[src/hdl/fpc_pkg.sv]
// fpc_pkg: shared types and constants of the framed packet checker
// no dependencies; imported by every module of the block
package fpc_pkg;

  localparam logic [7:0] LeadAck = 8'h06;
  localparam logic [7:0] LeadBs  = 8'h08;
  localparam logic [7:0] CharStx = 8'h02;
  localparam logic [7:0] CharEtx = 8'h03;

  localparam logic [15:0] MinLength     = 16'd9;
  localparam logic [15:0] MaxLengthInit = 16'd2048;

  typedef enum logic [1:0] {
    StatusOk       = 2'd0,
    StatusFormat   = 2'd1,
    StatusChecksum = 2'd2
  } status_e;

  typedef struct packed {
    status_e     status;
    logic [15:0] packet_length;
    logic        lead_is_backspace;
    logic [7:0]  computed_sum;
  } result_t;

endpackage

[src/hdl/fpc_front.sv]
// fpc_front: byte parser of the framed packet checker, holds frame state
// and the max_length register; depends on fpc_pkg
module fpc_front
  import fpc_pkg::*;
(
  input  logic        clk_i,
  input  logic        rst_ni,
  input  logic        in_valid_i,
  input  logic [7:0]  in_byte_i,
  output logic        in_ready_o,
  input  logic        cfg_valid_i,
  input  logic [15:0] cfg_data_i,
  input  logic        queue_full_i,
  output logic        push_o,
  output result_t     push_data_o
);

  logic [15:0] max_length_q;
  logic [15:0] pos_q, pos_d;
  logic [15:0] decl_q, decl_d;
  logic [7:0]  sum_q, sum_d;
  logic        lead_q, lead_d;
  logic [7:0]  high_q, high_d;
  logic        mismatch_q, mismatch_d;
  logic        bad_q, bad_d;

  logic        accept;
  logic [15:0] len;
  logic [16:0] pos_plus2;
  logic [16:0] decl_ext;

  assign in_ready_o = !queue_full_i;
  assign accept     = in_valid_i && in_ready_o;
  assign len        = {high_q, in_byte_i};
  assign pos_plus2  = {1'b0, pos_q} + 17'd2;
  assign decl_ext   = {1'b0, decl_q};

  always_comb begin
    pos_d       = pos_q;
    decl_d      = decl_q;
    sum_d       = sum_q;
    lead_d      = lead_q;
    high_d      = high_q;
    mismatch_d  = mismatch_q;
    bad_d       = bad_q;
    push_o      = 1'b0;
    push_data_o = '{status: StatusOk, packet_length: decl_q,
                    lead_is_backspace: lead_q, computed_sum: sum_q};
    if (accept) begin
      case (pos_q)
        16'd0: begin
          lead_d = (in_byte_i == LeadBs);
          bad_d  = !((in_byte_i == LeadAck) || (in_byte_i == LeadBs));
          sum_d  = in_byte_i;
          pos_d  = 16'd1;
        end
        16'd1: begin
          bad_d = bad_q || (in_byte_i != CharStx);
          sum_d = sum_q + in_byte_i;
          pos_d = 16'd2;
        end
        16'd2: begin
          high_d = in_byte_i;
          sum_d  = sum_q + in_byte_i;
          pos_d  = 16'd3;
        end
        16'd3: begin
          if (bad_q || (len < MinLength) || (len > max_length_q)) begin
            push_o      = 1'b1;
            push_data_o = '{status: StatusFormat, packet_length: 16'd0,
                            lead_is_backspace: lead_q, computed_sum: 8'd0};
            pos_d      = '0;
            decl_d     = '0;
            sum_d      = '0;
            lead_d     = 1'b0;
            high_d     = '0;
            mismatch_d = 1'b0;
            bad_d      = 1'b0;
          end else begin
            decl_d = len;
            sum_d  = sum_q + in_byte_i;
            pos_d  = 16'd4;
          end
        end
        default: begin
          if (pos_plus2 < decl_ext) begin
            sum_d = sum_q + in_byte_i;
            pos_d = pos_q + 16'd1;
          end else if (pos_plus2 == decl_ext) begin
            // checksum byte: sum stays frozen from here on
            mismatch_d = (in_byte_i != sum_q);
            pos_d      = pos_q + 16'd1;
          end else begin
            push_o = 1'b1;
            if (in_byte_i != CharEtx) begin
              push_data_o.status = StatusFormat;
            end else if (mismatch_q) begin
              push_data_o.status = StatusChecksum;
            end else begin
              push_data_o.status = StatusOk;
            end
            pos_d      = '0;
            decl_d     = '0;
            sum_d      = '0;
            lead_d     = 1'b0;
            high_d     = '0;
            mismatch_d = 1'b0;
            bad_d      = 1'b0;
          end
        end
      endcase
    end
  end

  always_ff @(posedge clk_i or negedge rst_ni) begin
    if (!rst_ni) begin
      max_length_q <= MaxLengthInit;
      pos_q        <= '0;
      decl_q       <= '0;
      sum_q        <= '0;
      lead_q       <= 1'b0;
      high_q       <= '0;
      mismatch_q   <= 1'b0;
      bad_q        <= 1'b0;
    end else begin
      if (cfg_valid_i) begin
        max_length_q <= cfg_data_i;
      end
      pos_q      <= pos_d;
      decl_q     <= decl_d;
      sum_q      <= sum_d;
      lead_q     <= lead_d;
      high_q     <= high_d;
      mismatch_q <= mismatch_d;
      bad_q      <= bad_d;
    end
  end

endmodule

[src/hdl/fpc_queue.sv]
// fpc_queue: short result queue between parser and output stage
// depends on fpc_pkg for the result type
module fpc_queue
  import fpc_pkg::*;
#(
  parameter int Depth = 4
) (
  input  logic    clk_i,
  input  logic    rst_ni,
  input  logic    push_i,
  input  result_t push_data_i,
  output logic    full_o,
  input  logic    pop_i,
  output logic    empty_o,
  output result_t pop_data_o
);

  localparam int PtrW = (Depth > 1) ? $clog2(Depth) : 1;
  localparam int CntW = $clog2(Depth + 1);

  result_t           entries_q [Depth];
  logic [PtrW-1:0]   wr_ptr_q, rd_ptr_q;
  logic [CntW-1:0]   count_q;
  logic              do_push, do_pop;

  assign full_o     = (count_q == CntW'(Depth));
  assign empty_o    = (count_q == '0);
  assign do_push    = push_i && !full_o;
  assign do_pop     = pop_i && !empty_o;
  assign pop_data_o = entries_q[rd_ptr_q];

  always_ff @(posedge clk_i) begin
    if (do_push) begin
      entries_q[wr_ptr_q] <= push_data_i;
    end
  end

  always_ff @(posedge clk_i or negedge rst_ni) begin
    if (!rst_ni) begin
      wr_ptr_q <= '0;
      rd_ptr_q <= '0;
      count_q  <= '0;
    end else begin
      if (do_push) begin
        wr_ptr_q <= (wr_ptr_q == PtrW'(Depth - 1)) ? '0 : wr_ptr_q + 1'b1;
      end
      if (do_pop) begin
        rd_ptr_q <= (rd_ptr_q == PtrW'(Depth - 1)) ? '0 : rd_ptr_q + 1'b1;
      end
      if (do_push && !do_pop) begin
        count_q <= count_q + 1'b1;
      end else if (do_pop && !do_push) begin
        count_q <= count_q - 1'b1;
      end
    end
  end

endmodule

[src/hdl/fpc_back.sv]
// fpc_back: output register stage that drains the result queue
// depends on fpc_pkg for the result type
module fpc_back
  import fpc_pkg::*;
(
  input  logic    clk_i,
  input  logic    rst_ni,
  input  logic    empty_i,
  input  result_t pop_data_i,
  output logic    pop_o,
  output logic    out_valid_o,
  input  logic    out_ready_i,
  output result_t out_data_o
);

  logic    valid_q;
  result_t data_q;

  // refill whenever the register is empty or being taken this cycle
  assign pop_o       = !empty_i && (!valid_q || out_ready_i);
  assign out_valid_o = valid_q;
  assign out_data_o  = data_q;

  always_ff @(posedge clk_i or negedge rst_ni) begin
    if (!rst_ni) begin
      valid_q <= 1'b0;
    end else if (pop_o) begin
      valid_q <= 1'b1;
    end else if (out_ready_i) begin
      valid_q <= 1'b0;
    end
  end

  always_ff @(posedge clk_i) begin
    if (pop_o) begin
      data_q <= pop_data_i;
    end
  end

endmodule

[src/hdl/framed_packet_checker_unit.sv]
// framed packet checker: one byte per cycle; the result of a frame is registered in
// the queue and then in the output register; queue of QueueDepth results
// input stalls only when the queue is full; configuration always ready
// asynchronous active-low reset clears frame state, queue and output valid,
// and sets max_length to 2048
// depends on fpc_pkg, fpc_front, fpc_queue, fpc_back
module framed_packet_checker_unit
  import fpc_pkg::*;
#(
  parameter int QueueDepth = 4
) (
  input  logic        clk_i,
  input  logic        rst_ni,
  input  logic        s_axis_tvalid_i,
  output logic        s_axis_tready_o,
  input  logic [7:0]  s_axis_tdata_i,   // [7:0] data_byte
  output logic        m_axis_tvalid_o,
  input  logic        m_axis_tready_i,
  output logic [23:0] m_axis_tdata_o,   // [15:0] packet_length, [23:16] computed_sum
  output logic [2:0]  m_axis_tuser_o,   // [1:0] status, [2] lead_is_backspace
  input  logic        cfg_valid_i,
  output logic        cfg_ready_o,
  input  logic [15:0] cfg_data_i        // max_length
);

  logic    push, full, pop, empty;
  result_t push_data, pop_data, out_data;

  assign cfg_ready_o = 1'b1;

  fpc_front u_front (
    .clk_i        (clk_i),
    .rst_ni       (rst_ni),
    .in_valid_i   (s_axis_tvalid_i),
    .in_byte_i    (s_axis_tdata_i),
    .in_ready_o   (s_axis_tready_o),
    .cfg_valid_i  (cfg_valid_i),
    .cfg_data_i   (cfg_data_i),
    .queue_full_i (full),
    .push_o       (push),
    .push_data_o  (push_data)
  );

  fpc_queue #(
    .Depth (QueueDepth)
  ) u_queue (
    .clk_i       (clk_i),
    .rst_ni      (rst_ni),
    .push_i      (push),
    .push_data_i (push_data),
    .full_o      (full),
    .pop_i       (pop),
    .empty_o     (empty),
    .pop_data_o  (pop_data)
  );

  fpc_back u_back (
    .clk_i       (clk_i),
    .rst_ni      (rst_ni),
    .empty_i     (empty),
    .pop_data_i  (pop_data),
    .pop_o       (pop),
    .out_valid_o (m_axis_tvalid_o),
    .out_ready_i (m_axis_tready_i),
    .out_data_o  (out_data)
  );

  assign m_axis_tdata_o = {out_data.computed_sum, out_data.packet_length};
  assign m_axis_tuser_o = {out_data.lead_is_backspace, 2'(out_data.status)};

endmodule

[config.mk]
export PLATFORM = sky130hd
export DESIGN_NAME = framed_packet_checker_unit
export DESIGN_NICKNAME = d
export VERILOG_FILES = /design/src/hdl/fpc_pkg.sv /design/src/hdl/fpc_front.sv /design/src/hdl/fpc_queue.sv /design/src/hdl/fpc_back.sv /design/src/hdl/framed_packet_checker_unit.sv
export SDC_FILE = /design/constraint.sdc
export NUM_CORES = 1
export LEC_CHECK = 0
export ABC_AREA = 1
export ABC_CLOCK_PERIOD_IN_PS = 5400
export BUFFER_PORTS_ARGS = -buffer_cell sky130_fd_sc_hd__buf_2
export CORE_MARGIN = 1
export CORE_UTILIZATION = 25
export DETAILED_ROUTE_END_ITERATION = 8
export GPL_TIMING_DRIVEN = 0
export PLACE_DENSITY_LB_ADDON = 0.3
export SETUP_SLACK_MARGIN = 0.5
export SLEW_MARGIN = 15
export SYNTH_ARGS = -nofsm -noshare
export SYNTH_HDL_FRONTEND = slang
export SYNTH_SLANG_ARGS = --single-unit
[constraint.sdc]
create_clock -name clk_i -period 5.4 [get_ports clk_i]
set_input_delay 0.81 -clock clk_i [delete_from_list [all_inputs] [get_ports clk_i]]
set_output_delay 0.81 -clock clk_i [all_outputs]
set_load 0.02 [all_outputs]
==> results.toml, run 1 <==
[floorplanning]
die_y_um = 207.2
start_util_pct = 25.54
die_w_um = 207.2
ioPinCount = 59
core_area_um2 = 41200
placement_rows = 74
die_area_um2 = 42920

[timing]
max_clock_freq_mhz = 225.6
worst_slew_pin_slew_ps = 686.5
relSlewSlack_pct = 53.59
post-route-period-util_pct = 82.10
holdWs_ps = 245.5
period_needed_ps = 4433
finClkSkew_ps = 12.34
hold_viol = 0
finalSetupViolCount = 0
rsz0062_at_grt = "no"
setup_ws_ps = 966.6
slew_violations = 0

[critical_path]
crit_type = "flop to flop"
end_kind = "flop"
crit_path_frequent_cell = "nand2_1"
path_max_fanout = 8
arrival_ps = 4840
start_kind = "flop"
critical-path-slowest-cell = "dfrtp_2"
critPathMaxStageDelay_ps = 440
worstPathRequired_ps = 5800

[flow_run]
maxCapViolCount = 0

[power_and_ir_drop]
comb_power_share_pct = 46.7
vdd_drop_max_mv = 0.3142
switchingPower_mw = 3.449
seqPwrFrac_pct = 32.0
power.leakage_nw = 5.265
p_per_area_nw_per_um2 = 643.4
clockPowerShare_pct = 21.3
internal_power_mw = 4.603
sw_frac_of_total_pct = 42.83

[route]
routed-via-count = 7508
wl_um = 25770
postRouteAntennaNets = 0
via_per_inst = 4.383
first_pass_iters = 5
avgRoutedWirePerCell_um = 15.04
first_iter_violations = 381
drc = 0

[clocking]
clk_latency_ps = 540
cts_hold_buf = 0
post-cts-setup-buffers = 0
clockBufferDepth = 3
cts-root-buf = "clkbuf_16"
tritoncts = "yes"
clkSinkCount = 210
cts_made_buffers = 24
cts-resized-gates = 0
path_clk_slew_ps = 60
cts_htree_levels = 1

[synthesis]
ys_warn_count = 0
ys_top_cells_by_area = "edfxtp_1, dfrtp_1, nand2_1, ha_1, nor2_1"
async_reset_ff_share_pct = 35.71
synth_seq_cells = 210
yosys.area.top_type = "edfxtp_1"
synth_nets = 1155
synth_top_area_share_pct = 38.52
netlist_area_um2 = 10520
synth_simple_gate_area_share_pct = 19.57
synth_top_family_by_area = "simple AND/OR/NAND/NOR gates"
synth-edff-count = 135
synth-compound-area-share_pct = 9.416
yosys.area_share.adder_pct = 6.325
synthCells = 1074
ys_seq_area_share_pct = 56.37
synth-main-ff-cell = "edfxtp_1"
synth.avg_cell_area_um2 = 9.799
netlist-cell-type-count = 48
synthMuxAreaShare_pct = 0.1070
synth_xor_area_share_pct = 2.247

[global_routing]
grt_pass1_vias = 7440
grt_max_degree = 43
globalRouteMet3Util_pct = 2.077
gr-total-overflow = 0
grtUsageMet1_pct = 16.58
antenna_found_initial = 0
top_usage_layer = "met2"
grt.met2_usage_pct = 19.93
grt_pass1_wl_um = 41260
gr-usage-all-layers_pct = 12.13

[placed_design]
dpl.hpwl_um = 18630
io_buffers = 57
gp_congestion = 0.8260
post-place-ws_ps = 919.9

[final_layout]
final_cell_mix = "nand2_1, nor2_1, edfxtp_1, inv_1, o21ai_0"
area_growth_pct = 18.92
diodes = 0
fin_nets = 1244
drive_gt1_share_pct = 15.83
final_common_cell = "nand2_1"

[worst_hold_path]
min_path_type = "input port to asynchronous set/reset pin"

[run_status]
status = "finished clean"
per-stage QoR:
step / utilization (%) / cell area [um^2] / TNS (ps) / cells / power (mW)
2_1_floorplan: - / 10520 / 0 / 1074 / 5.221
3_3_place_gp: 27.85 / 11470 / -28740 / 1663 / 6.239
3_5_place_dp: 28.33 / 11670 / 0 / 1669 / 6.394
4_1_cts: 30.36 / 12510 / 0 / 1713 / 8.138
5_1_grt: 30.37 / 12510 / 0 / 1713 / 8.655
6_report: 30.37 / 12510 / 0 / 1713 / 8.052
routing by layer:
layer	part of all wire [%]	vias up	wire, um
met3	3.6	33	938
li1	-	3803	-
met5	0	-	0
met4	1.8	0	466
met2	46	132	11910
met1	48	3540	12450
power by group through the flow:
stage	combinational [mW]	clock [mW]	sequential, mW
finish	3.76	1.71	2.58
global route	4.20	1.83	2.63
CTS	3.80	1.76	2.58
detailed placement	3.78	0	2.61
global placement	3.61	0	2.63
floorplan	2.50	0	2.72
layout make-up:
type                            count  area (um^2)
Fill cell                        4284        28690
Inverter                          119        450.4
Clock buffer                       35        701.9
Multi-Input combinational cell    714         4015
Clock inverter                      9        135.1
Timing Repair Buffer               63        437.9
Sequential cell                   210         5934
Tap cell                          532        665.6
Buffer                             31        173.9
sequential cells by signal, indices dropped and copies added (netlist names), 2 cells and up:
register              flops
u_back.out_data_o        27
u_front.decl_q           16
u_front.high_q            8
u_front.max_length_q     16
u_front.pos_q            16
u_front.sum_q             8
u_queue.count_q           3
u_queue.entries_q       108
u_queue.rd_ptr_q          2
u_queue.wr_ptr_q          2
synth_stat cells, drive strengths merged (2+ instances only):
master and n:
xor2 25, nor2 154, o21ai 107, fa 2
clkinv 2, ha 50, nand3 41, nor4 3
nand2 225, a21o 2, a21oi 32, clkbuf 17
nor3 13, a31oi 5, xnor2 2, dfrtp 74
nand4 16, inv 117, or2 2, buf 14
edfxtp 135, o22ai 28
worst max-delay path: cells and delay by family (launching register included):
kind / cells / cell delay [ps]
xor gates and xnor gates: 2 / 260
adders and majority gates: 4 / 1080
buffers and inverters: 4 / 400
DFF: 1 / 440
and+or+nand+nor: 15 / 1810
AOI/OAI and AO/OA: 2 / 300
cells by family after synthesis:
kind of cell | Yosys count
simple gates | 455
flops | 210
compound gates | 178
buf+inv | 150
fa+ha+maj | 52
xor+xnor | 27
other cells | 1
mux | 1
final timing paths:
kind                                            endpoint  depth (start not counted)          startpoint  slack [ps]
worst max-delay path                  u_queue.count_q[2]                         27    u_front.pos_q[2]         970
worst min-delay path                   u_front.pos_q[14]                          1              rst_ni         250
worst max register to register        u_queue.count_q[2]                         27    u_front.pos_q[2]         970
worst min register to register        u_front.decl_q[12]                          2  u_front.decl_q[12]         480
max in group asynchronous       u_front.max_length_q[11]                          2              rst_ni        4500
min in group clk_i                    u_back.out_valid_o                          2     m_axis_tready_i         470
No activity file was read; power rests on OpenSTA's default activity.
==> run 2, diff against run 1 <==
--- a/config.mk
+++ b/config.mk
@@ -6,7 +6,7 @@
 export NUM_CORES = 1
 export LEC_CHECK = 0
 export ABC_AREA = 1
-export ABC_CLOCK_PERIOD_IN_PS = 5400
+export ABC_CLOCK_PERIOD_IN_PS = 4150
 export BUFFER_PORTS_ARGS = -buffer_cell sky130_fd_sc_hd__buf_2
 export CORE_MARGIN = 1
 export CORE_UTILIZATION = 25
==> constraint.sdc (replaced) <==
create_clock -name clk_i -period 4.15 [get_ports clk_i]
set_input_delay 0.6225 -clock clk_i [delete_from_list [all_inputs] [get_ports clk_i]]
set_output_delay 0.6225 -clock clk_i [all_outputs]
set_load 0.02 [all_outputs]
==> results.toml, run 2 (synthesis gave the netlist of run 1 again) <==
[run_status]
status = "finished clean"

[timing]
post-route-period-util_pct = 84.13
setup_ws_ps = 658.8
hold_viol = 0
slew_violations = 0
period_needed_ps = 3491
max_clock_freq_mhz = 286.4
finalSetupViolCount = 0
finClkSkew_ps = 15.38
worst_slew_pin_slew_ps = 837.8
holdWs_ps = 49.98
setup_tns_ps = 0
relSlewSlack_pct = 43.36
rsz0062_at_grt = "yes"

[route]
routed-via-count = 7710
first_pass_iters = 5
first_iter_violations = 419
via_per_inst = 4.418
top_layer = "met4"
avgRoutedWirePerCell_um = 14.92
dr_wl_met2_um = 11950
wl_um = 26030
drc = 0
postRouteAntennaNets = 0
wl_met1_um = 12470
wl_met3_um = 1116

[critical_path]
crit_chain = "nand2_2 > nor3_4 > nand2_2 > buf_4 > xor2_1 > ha_1 > nand2_1 > nor2_2 > nand3_1 > nor2_1 > nand2_1 > nand2_2 > nand2_4 > nand2_4 > nand2_4 > nand2_4 > nand2_8 > inv_4 > ha_2 > inv_2 > fa_2 > a21oi_1 > o21ai_1 > xor2_1"
reg2reg_depth = 24
rrSetupSlack_ps = 660
path_buf_inv = 3
rr_endpoint = "u_queue.count_q[2]"
critical-path-top-delay-family = "simple AND/OR/NAND/NOR gates"
crit_type = "flop to flop"
end_kind = "flop"
arrival_ps = 3900
critical-path-slowest-cell = "dfrtp_2"
path_max_fanout = 5
r2r-start = "u_front.pos_q[6]"
crit_path_frequent_cell = "nand2_4"
critPathMaxStageDelay_ps = 420
start_kind = "flop"
worstPathRequired_ps = 4560

[clocking]
clk_latency_ps = 530
cts_made_buffers = 24
path_clk_slew_ps = 60
cts_htree_levels = 1
tritoncts = "yes"
clkSinkCount = 210
clockBufferDepth = 3
cts-root-buf = "clkbuf_16"

[placed_design]
dpl.hpwl_um = 18320
gp_congestion = 0.8339
io_buffers = 57
dpl_cell_area_um2 = 11680
placedCellCount = 1669
post-place-ws_ps = -289.9

[final_layout]
diodes = 0
drive_gt1_share_pct = 20.20
stdcell_area_um2 = 12900
area_growth_pct = 22.59
largest_reg_flops = 108
fill_cells = 4209
final_common_cell = "nand2_1"
final_util_pct = 31.31
final_cell_mix = "nand2_1, nor2_1, edfxtp_1, inv_1, o21ai_0"
fin_cells = 1745
fin_nets = 1278
max_flop_register = "u_queue.entries_q"

[global_routing]
gr-usage-all-layers_pct = 12.19
antenna_found_initial = 0
grt_pass1_vias = 7574
grt_pass1_wl_um = 41550
gr-total-overflow = 0
grt_max_degree = 45

[floorplanning]
start_util_pct = 25.54
placement_rows = 74
die_y_um = 207.2
die_w_um = 207.2
core_area_um2 = 41200
die_area_um2 = 42920
ioPinCount = 59

[flow_run]
maxCapViolCount = 0

[power_and_ir_drop]
p_per_area_nw_per_um2 = 847.8
power.leakage_nw = 5.460
vdd_drop_max_mv = 0.4479
total_power_mw = 10.94

[worst_hold_path]
min_path_type = "input port to asynchronous set/reset pin"
[run 2: layout make-up]
type	count	area [um^2]	area share, %
Clock inverter	13	152.6	1.183
Inverter	119	455.4	3.530
Timing Repair Buffer	97	705.7	5.470
Sequential cell	210	5939	46.04
Tap cell	532	665.6	5.160
Buffer	31	173.9	1.348
Multi-Input combinational cell	714	4189	32.47
Clock buffer	29	619.3	4.801
[run 2: worst max-delay path by stage]
| stage | to | from | depth (start not counted) | slack, ps |
|---|---|---|---|---|
| 2_1_floorplan | u_queue.entries_q[0][0] | u_front.pos_q[1] | 21 | 490 |
| 3_3_place_gp | u_queue.entries_q[0][21] | u_front.pos_q[1] | 21 | -700 |
| 3_5_place_dp | u_queue.count_q[2] | u_front.pos_q[1] | 27 | -290 |
| 4_1_cts | u_queue.count_q[2] | u_front.pos_q[3] | 29 | 520 |
| 5_1_grt | u_queue.count_q[2] | u_front.pos_q[6] | 24 | 390 |
| 6_report | u_queue.count_q[2] | u_front.pos_q[6] | 24 | 660 |
[run 2: layer usage]
layer	global-route usage, %	vias up
met2	19.89	162
met5	0	-
met1	16.71	3640
met4	2.934	0
met3	2.183	34
li1	-	3874
[run 2: report_power, final]
part	internal (mW)	switching, mW	total, mW
Clock	1.25	0.849	2.10
Sequential	3.10	0.246	3.34
Combinational	1.95	3.55	5.50
Total	6.29	4.65	10.9
[run 2: what timing repair did]
action | 4_1_cts | 5_1_grt
hold buffers | 0 | 0
endpoints found under the setup margin | 119 | 106
endpoints found under the hold margin | 0 | 0
pin swaps | 12 | 18
gates resized for setup | 24 | 24
setup buffers | 13 | 21
